`src/hw/rtl/bcpe_pkg.sv`:
```
// Shared types, constants and knot helper for the B-spline curve evaluator.
package bcpe_pkg;

    localparam int MAX_POINTS_DEF  = 16;
    localparam int MAX_ORDER_DEF   = 4;
    localparam int MAX_DIMS_DEF    = 4;
    localparam int VALUE_WIDTH_DEF = 32;
    localparam int FRAC_BITS       = 30;
    localparam int PADDR_W         = 4;

    // Register indexes (byte address = 4 * index)
    localparam logic [1:0] REG_LAST_INDEX = 2'd0;
    localparam logic [1:0] REG_ORDER      = 2'd1;
    localparam logic [1:0] REG_DIMS       = 2'd2;
    localparam logic [1:0] REG_COUNT      = 2'd3;

    // Operation codes
    localparam logic OP_LOAD = 1'b0;
    localparam logic OP_EVAL = 1'b1;

    // Configuration after range clamping
    typedef struct packed {
        logic [7:0]  n;       // last control index
        logic [7:0]  t;       // order
        logic [7:0]  rng;     // n - t + 2
        logic [3:0]  d;       // dimensions
        logic [15:0] cnt_m1;  // output count minus one
    } t_cfg;

    typedef enum logic [4:0] {
        S_IDLE, S_SETUP, S_VDIV, S_INIT,
        S_TA, S_DA, S_MA, S_AA,
        S_TB, S_DB, S_MB, S_AB,
        S_SH, S_SCLR, S_SUM, S_DR1, S_DR2, S_EMIT
    } t_state;

    // Controller to datapath
    typedef struct packed {
        logic       wr;
        logic       latch_idx;
        logic       start_vdiv;
        logic       latch_v;
        logic       init_w;
        logic       init_end;
        logic       start_rdiv;
        logic       side;
        logic       mul;
        logic       add;
        logic       step;
        logic       sum_issue;
        logic       acc_clr;
        logic       emit;
        logic [7:0] k;
        logic [7:0] lvl;
        logic [3:0] j;
    } t_cmd;

    // Datapath to controller
    typedef struct packed {
        logic is_end;
        logic div_busy;
        logic term_ok;
        logic live;
        logic out_free;
    } t_sts;

    // Integer knot j of the clamped uniform knot vector
    function automatic logic [7:0] knot_at(input logic [7:0] j, input logic [7:0] t,
                                           input logic [7:0] n, input logic [7:0] rng);
        logic [7:0] r;
        if (j < t) begin
            r = 8'd0;
        end else if (j <= n) begin
            r = j - t + 8'd1;
        end else begin
            r = rng;
        end
        return r;
    endfunction

endpackage

```
`src/hw/rtl/bcpe_ctrl.sv`:
```
// Controller: sequences parameter divide, basis recursion and per-dimension sums.
module bcpe_ctrl #(
    parameter int MAX_POINTS = bcpe_pkg::MAX_POINTS_DEF,
    parameter int MAX_ORDER  = bcpe_pkg::MAX_ORDER_DEF,
    parameter int MAX_DIMS   = bcpe_pkg::MAX_DIMS_DEF
) (
    input  logic           i_clk,
    input  logic           i_rst_n,
    input  logic           i_in_valid,
    input  logic           i_operation,
    input  bcpe_pkg::t_cfg i_cfg,
    input  bcpe_pkg::t_sts i_sts,
    output bcpe_pkg::t_cmd o_cmd,
    output logic           o_in_stall
);

    localparam int L  = MAX_POINTS + MAX_ORDER;
    localparam int KW = $clog2(L);
    localparam int OW = $clog2(MAX_ORDER + 1);
    localparam int JW = $clog2(MAX_DIMS + 1);

    bcpe_pkg::t_state r_state, n_state;
    logic [KW-1:0]    r_k, n_k;
    logic [OW-1:0]    r_lvl, n_lvl;
    logic [JW-1:0]    r_j, n_j;

    // State and counters
    always_ff @(posedge i_clk) begin
        if (!i_rst_n) begin
            r_state <= bcpe_pkg::S_IDLE;
            r_k     <= '0;
            r_lvl   <= '0;
            r_j     <= '0;
        end else begin
            r_state <= n_state;
            r_k     <= n_k;
            r_lvl   <= n_lvl;
            r_j     <= n_j;
        end
    end

    // Next state and commands
    always_comb begin
        n_state    = r_state;
        n_k        = r_k;
        n_lvl      = r_lvl;
        n_j        = r_j;
        o_cmd      = '0;
        o_cmd.k    = 8'(r_k);
        o_cmd.lvl  = 8'(r_lvl);
        o_cmd.j    = 4'(r_j);
        o_in_stall = 1'b1;
        unique case (r_state)
            bcpe_pkg::S_IDLE: begin
                o_in_stall = 1'b0;
                if (i_in_valid) begin
                    if (i_operation == bcpe_pkg::OP_LOAD) begin
                        o_cmd.wr = 1'b1;
                    end else begin
                        o_cmd.latch_idx = 1'b1;
                        n_state         = bcpe_pkg::S_SETUP;
                    end
                end
            end
            bcpe_pkg::S_SETUP: begin
                n_j = '0;
                if (i_sts.is_end) begin
                    o_cmd.init_end = 1'b1;
                    n_state        = bcpe_pkg::S_SCLR;
                end else begin
                    o_cmd.start_vdiv = 1'b1;
                    n_state          = bcpe_pkg::S_VDIV;
                end
            end
            bcpe_pkg::S_VDIV: begin
                if (!i_sts.div_busy) begin
                    o_cmd.latch_v = 1'b1;
                    n_state       = bcpe_pkg::S_INIT;
                end
            end
            bcpe_pkg::S_INIT: begin
                o_cmd.init_w = 1'b1;
                n_k          = '0;
                n_lvl        = OW'(2);
                if (i_cfg.t < 8'd2) begin
                    n_state = bcpe_pkg::S_SCLR;
                end else begin
                    n_state = bcpe_pkg::S_TA;
                end
            end
            // Left term of one recursion step
            bcpe_pkg::S_TA: begin
                if (i_sts.live && i_sts.term_ok) begin
                    o_cmd.start_rdiv = 1'b1;
                    n_state          = bcpe_pkg::S_DA;
                end else begin
                    n_state = bcpe_pkg::S_TB;
                end
            end
            bcpe_pkg::S_DA: begin
                if (!i_sts.div_busy) begin
                    n_state = bcpe_pkg::S_MA;
                end
            end
            bcpe_pkg::S_MA: begin
                o_cmd.mul = 1'b1;
                n_state   = bcpe_pkg::S_AA;
            end
            bcpe_pkg::S_AA: begin
                o_cmd.add = 1'b1;
                n_state   = bcpe_pkg::S_TB;
            end
            // Right term of one recursion step
            bcpe_pkg::S_TB: begin
                o_cmd.side = 1'b1;
                if (i_sts.live && i_sts.term_ok) begin
                    o_cmd.start_rdiv = 1'b1;
                    n_state          = bcpe_pkg::S_DB;
                end else begin
                    n_state = bcpe_pkg::S_SH;
                end
            end
            bcpe_pkg::S_DB: begin
                o_cmd.side = 1'b1;
                if (!i_sts.div_busy) begin
                    n_state = bcpe_pkg::S_MB;
                end
            end
            bcpe_pkg::S_MB: begin
                o_cmd.side = 1'b1;
                o_cmd.mul  = 1'b1;
                n_state    = bcpe_pkg::S_AB;
            end
            bcpe_pkg::S_AB: begin
                o_cmd.side = 1'b1;
                o_cmd.add  = 1'b1;
                n_state    = bcpe_pkg::S_SH;
            end
            // Store the new weight and rotate the weight line
            bcpe_pkg::S_SH: begin
                o_cmd.step = 1'b1;
                if (r_k == KW'(L - 1)) begin
                    n_k = '0;
                    if (8'(r_lvl) >= i_cfg.t) begin
                        n_state = bcpe_pkg::S_SCLR;
                    end else begin
                        n_lvl   = r_lvl + OW'(1);
                        n_state = bcpe_pkg::S_TA;
                    end
                end else begin
                    n_k     = r_k + KW'(1);
                    n_state = bcpe_pkg::S_TA;
                end
            end
            bcpe_pkg::S_SCLR: begin
                o_cmd.acc_clr = 1'b1;
                n_k           = '0;
                n_state       = bcpe_pkg::S_SUM;
            end
            bcpe_pkg::S_SUM: begin
                o_cmd.sum_issue = 1'b1;
                if (r_k == KW'(L - 1)) begin
                    n_k     = '0;
                    n_state = bcpe_pkg::S_DR1;
                end else begin
                    n_k = r_k + KW'(1);
                end
            end
            bcpe_pkg::S_DR1: begin
                n_state = bcpe_pkg::S_DR2;
            end
            bcpe_pkg::S_DR2: begin
                n_state = bcpe_pkg::S_EMIT;
            end
            bcpe_pkg::S_EMIT: begin
                if (i_sts.out_free) begin
                    o_cmd.emit = 1'b1;
                    if (4'(r_j) == i_cfg.d - 4'd1) begin
                        n_state = bcpe_pkg::S_IDLE;
                    end else begin
                        n_j     = r_j + JW'(1);
                        n_state = bcpe_pkg::S_SCLR;
                    end
                end
            end
            default: begin
                n_state = bcpe_pkg::S_IDLE;
            end
        endcase
    end

endmodule

```
`config.mk`:
```
export PLATFORM = sky130hd
export DESIGN_NAME = bcpe_ctrl
export DESIGN_NICKNAME = d
export VERILOG_FILES = /design/src/hw/rtl/bcpe_pkg.sv /design/src/hw/rtl/bcpe_ctrl.sv
export SDC_FILE = /design/constraint.sdc
export NUM_CORES = 1
export LEC_CHECK = 0
export BUFFER_PORTS_ARGS = -buffer_cell sky130_fd_sc_hd__buf_4
export CAP_MARGIN = 20
export CORE_MARGIN = 3
export CORE_UTILIZATION = 39
export DETAILED_ROUTE_END_ITERATION = 6
export PLACE_DENSITY = 0.77
export SLEW_MARGIN = 15
export SYNTH_ARGS = -nofsm -noshare
export SYNTH_HDL_FRONTEND = slang
export SYNTH_SLANG_ARGS = --single-unit
export TNS_END_PERCENT = 100
```
`constraint.sdc`:
```
create_clock -name i_clk -period 1.7 [get_ports i_clk]
set_input_delay 0.17 -clock i_clk [delete_from_list [all_inputs] [get_ports i_clk]]
set_output_delay 0.17 -clock i_clk [all_outputs]
set_load 0.05 [all_outputs]
```
==> results by stage <==
Route:
- The total length of routed wires is ~5.3 mm.
- The total iterations of the first detailed-routing run is 5.
- The number of nets with antenna violations after routing is 0.
- In the routed layout, each cell is associated on average with a via count of between 5 and 6.
- In the routed design, unresolved DRC markers number 0.
- In the final routed layout, each cell accounts on average for 16.8 um.
- The via total after detailed routing is 1793.
- The starting DRC count in detailed routing is ~110.

STA:
- The final-layout worst hold slack is between 200 and 250 ps.
- Setup repair after global routing could not meet its margin everywhere.
- Static timing analysis puts the maximum clock frequency at around 550 MHz.
- The hold violation total from the final report was 0.
- The worst setup margin is -120 ps.
- The count of final max-slew check failures is 0.
- The final total negative setup slack is -1040 ps.
- In the finished design, the share of the clock period the worst path needs comes to 107%.
- The total of endpoints with negative setup slack in the final report is 14.
- The final setup skew is around 2.1 ps.
- After layout, the minimum clock period comes to roughly 1800 ps.

Min path:
- The startpoint of the tightest hold check path is i_rst_n.
- For hold timing, the worst endpoint is r_k[3]$_SDFFE_PN0P_.
- The worst hold path passes through 2 cells.
- The type of the most critical hold path is primary input to register.

Outcome:
- The checks that failed: negative setup slack.
- The run finished, with violations left.

Floorplanning:
- The y dimension of the die is approximately 67 um.
- The placeable core region is about 0.0034 mm^2.
- The count of standard-cell rows is 21.
- Once the floorplan was initialized, standard cells occupied between 40% and 50% of the core.
- The floorplan step defined a die boundary enclosing between 0.004 and 0.005 mm^2.
- In this run the count of I/O pins placed on the die edge is 88.
- The die outline width is between 60 and 70 um.

Yosys:
- Counting flops and latches in the post-synthesis netlist gives 16.
- Counting flops with a built-in enable in the synthesized netlist gives 0.
- The synthesized area divided by synthesized cell count is around 7.5 um^2.
- The Yosys step of the flow raised 0 warnings.
- By area, the combinational part of the netlist is dominated by simple AND/OR/NAND/NOR gates.
- The xor/xnor cell area share of the yosys netlist is under 10%.
- By area the synthesized netlist is led by dfxtp_1 22%, ha_1 6.1%, buf_4 5.2%, nand2_1 3.9%, nor2_1 3.7%.
- Summing the areas of all and, or, nand and nor instances in the mapped netlist gives approximately a third of the synthesized area.
- The cell area that synthesis handed to floorplanning was about 0.0014 mm^2.
- The post-synthesis async set-or-reset flop share is 0%.
- By count the netlist is led by 16 x dfxtp_1, 15 x nand2_1, 14 x nor2_1.
- The most frequent cell after synthesis is dfxtp_1.
- After synthesis, flip-flops and latches occupy between 20 and 25% of the total area.
- The fraction of the mapped netlist area in compound gates is roughly 22%.
- Of the post-synthesis cell area, the dominant cell type holds between 20% and 30%.
- The most used flip-flop cell after synthesis is dfxtp_1.
- The fraction of the mapped netlist area in adder cells is 6.12%.
- The biggest area consumer among synthesized cells is dfxtp_1.
- After technology mapping, the gate count stands at ~190.
- The number of unique standard cell types used by synthesis is between 50 and 60.
- After synthesis, the share of cell area in mux cells is 0.787%.

CTS:
- The post-CTS clock slew at the launch and capture registers of the worst setup and hold paths is around 70 ps.
- The clock latency on the worst-skew pair is 260 ps.
- TritonCTS built the clock tree.
- The number of buffers created by CTS is 3.
- The total number of H-tree levels is 1.
- Counting along the longest clock path gives a buffer depth of 2.
- The number of clock sinks is 16.
- In this run the clock root is driven by a clkbuf_8.

Critical path:
- The critical path goes through or4b_4 -> nor3b_4 -> buf_6.
- Counting cells, the worst reg-to-reg path comes to 5.
- The worst register-to-register path begins at r_state[1]$_SDFFE_PN0P_.
- The cell class contributing the biggest share of worst-path delay is simple AND/OR/NAND/NOR gates.
- The worst register-to-register path ends at r_j[2]$_SDFFE_PN0P_.
- The type of destination of the critical path is a primary output.
- The setup check on the worst reg-to-reg path leaves a slack of -110 ps.
- The worst endpoint data arrival time is between 1500 and 2000 ps.
- The delay of the slowest critical-path stage is approximately 520 ps.
- The class of the most critical setup path is register to primary output.
- The type of element launching the critical path is a register.
- The number of buffers and inverters on the critical path is 1.
- Data on the critical path is required at its endpoint by 1530 ps.
- The slowest cell on the critical path is or4b_4.
- The top fanout value on the critical path is 8.

Final layout:
- The area used by multi-input combinational logic is ~0.0013 mm^2.
- Fill cells in the final layout number approximately 230.
- Once layout is done, the placed cells without fillers occupy approximately 0.0025 mm^2.
- The repair_antennas step left the layout with diodes totalling 0.
- From synthesis to final layout, the design area changed by 75.8%.
- After the last flow step, the layout net total stands at around 330.
- Once layout is complete, the utilization of the core stands at between 70% and 80%.
- The register area is around 350 um^2.
- In the final layout, the share of cells above drive strength 1 is a little under three fifths.

Job:
- Across the run, the number of max-cap violations was 0.

GRT:
- Entering global routing, the biggest net connects 25 pins.
- Global routing finished with a remaining overflow of 0.
- The via count of the first global-routing pass is 1629.
- The number of antenna violations at the first check in global routing is 0.
- The first global-routing pass estimated approximately 7.5 mm of wire.
- The global-route total usage across every layer is between 20% and 30%.

Placement:
- In this run the cell area measured after placement is about 0.0021 mm^2.
- Detailed placement finished with a half-perimeter wire length of between 3 and 4 mm.
- The post-placement worst setup slack is -227 ps.
- Buffers placed on the I/O ports in this run total 46.
- At the end of routability-driven placement, the weighted congestion stood at ~0.85.

Power:
- VDD sags by at most around 1 mV.
- The power per cell area is between 1000 and 1500 mW/mm^2.
- The standby leakage power is 1.08 nW.
==> per-layer routing <==
layer / global-route usage (%) / up-vias / part of all wire [%]
li1: - / 840 / -
met1: 26.5 / 851 / 41
met2: 38.4 / 89 / 50
met3: 3.04 / 13 / 6.0
met4: 6.60 / 0 / 2.6
met5: 0 / - / 0
==> timing repair <==
item                                    CTS  global route
pin swaps                                 6            10
endpoints found under the setup margin   18            26
setup buffers                             6             8
gates resized for setup                  29            38
hold buffers                              0             0
==> flip-flops by register name (all words and copies together), names as in the netlist <==
signal,count
r_k,5
r_state,5
r_j,3
r_lvl,3
==> cells by family after synthesis <==
| group | after synthesis |
|---|---|
| xor gates and xnor gates | 6 |
| adders and majority gates | 7 |
| buffers and inverters | 29 |
| DFF | 16 |
| muxes | 1 |
| AOI/OAI and AO/OA | 45 |
| and+or+nand+nor | 86 |
| other | 1 |
==> worst max path at each step <==
| stage | start | endpoint | depth (start not counted) |
|---|---|---|---|
| 6_report | r_state[0]$_SDFFE_PN0P_ | o_cmd[28] | 3 |
| 4_1_cts | r_state[2]$_SDFFE_PN0P_ | o_cmd[31] | 4 |
| 3_5_place_dp | i_cfg[16] | r_j[1]$_SDFFE_PN0P_ | 9 |
| 5_1_grt | r_state[1]$_SDFFE_PN0P_ | r_j[2]$_SDFFE_PN0P_ | 5 |
| 3_3_place_gp | i_cfg[16] | r_j[1]$_SDFFE_PN0P_ | 9 |
| 2_1_floorplan | r_state[1]$_SDFFE_PN0P_ | r_state[0]$_SDFFE_PN0P_ | 7 |
==> placed cells by master (no fill, tap or decap), drive strengths merged, types with 2 or more instances in the layout <==
| cell type | n |
|---|---|
| nand3 | 7 |
| or4 | 3 |
| xor2 | 2 |
| o21ai | 9 |
| buf | 88 |
| xnor2 | 4 |
| inv | 10 |
| nor2 | 14 |
| o32ai | 2 |
| a21boi | 3 |
| or3 | 2 |
| dfxtp | 16 |
| o21a | 3 |
| o22ai | 2 |
| a211oi | 2 |
| nor2b | 5 |
| clkbuf | 4 |
| nand2 | 16 |
| conb | 9 |
| a31oi | 4 |
| ha | 7 |
| a22oi | 2 |
| nor4 | 4 |
| and3 | 3 |
| o211ai | 3 |
| and2 | 2 |
| or2 | 2 |
| nand3b | 4 |
| nand2b | 4 |
| nor3 | 10 |
| a21oi | 10 |
| nand4 | 3 |
==> metrics by stage <==
step | total power, W | instances
after CTS | 0.00281 | 312
after detailed placement | 0.00225 | 302
after global placement | 0.00223 | 302
after global routing | 0.00334 | 318
final | 0.00317 | 318
after floorplan | 0.00163 | 199
==> layout make-up <==
cell class              count  share of cell area [%]
inverters                  10                    1.49
well taps                  46                    2.29
multi-input cells         154                    50.4
flip-flops and latches     16                    13.9
clock buffers               4                    2.19
repair buffers             88                    29.7
==> power breakdown <==
group / total, W / internal, W / switching, W
logic: 0.00227 / 0.000997 / 0.00128
registers: 0.000549 / 0.000444 / 0.000105
clock network: 0.000353 / 0.000206 / 0.000147
==> worst register-to-register path: stages (launching register included) <==
cell and delay [ps]:
dfxtp_4 370, buf_12 130, nor4b_4 370, nand2_2 150, or4_4 530, a31oi_2 180
No activity file was read; power rests on OpenSTA's default activity.
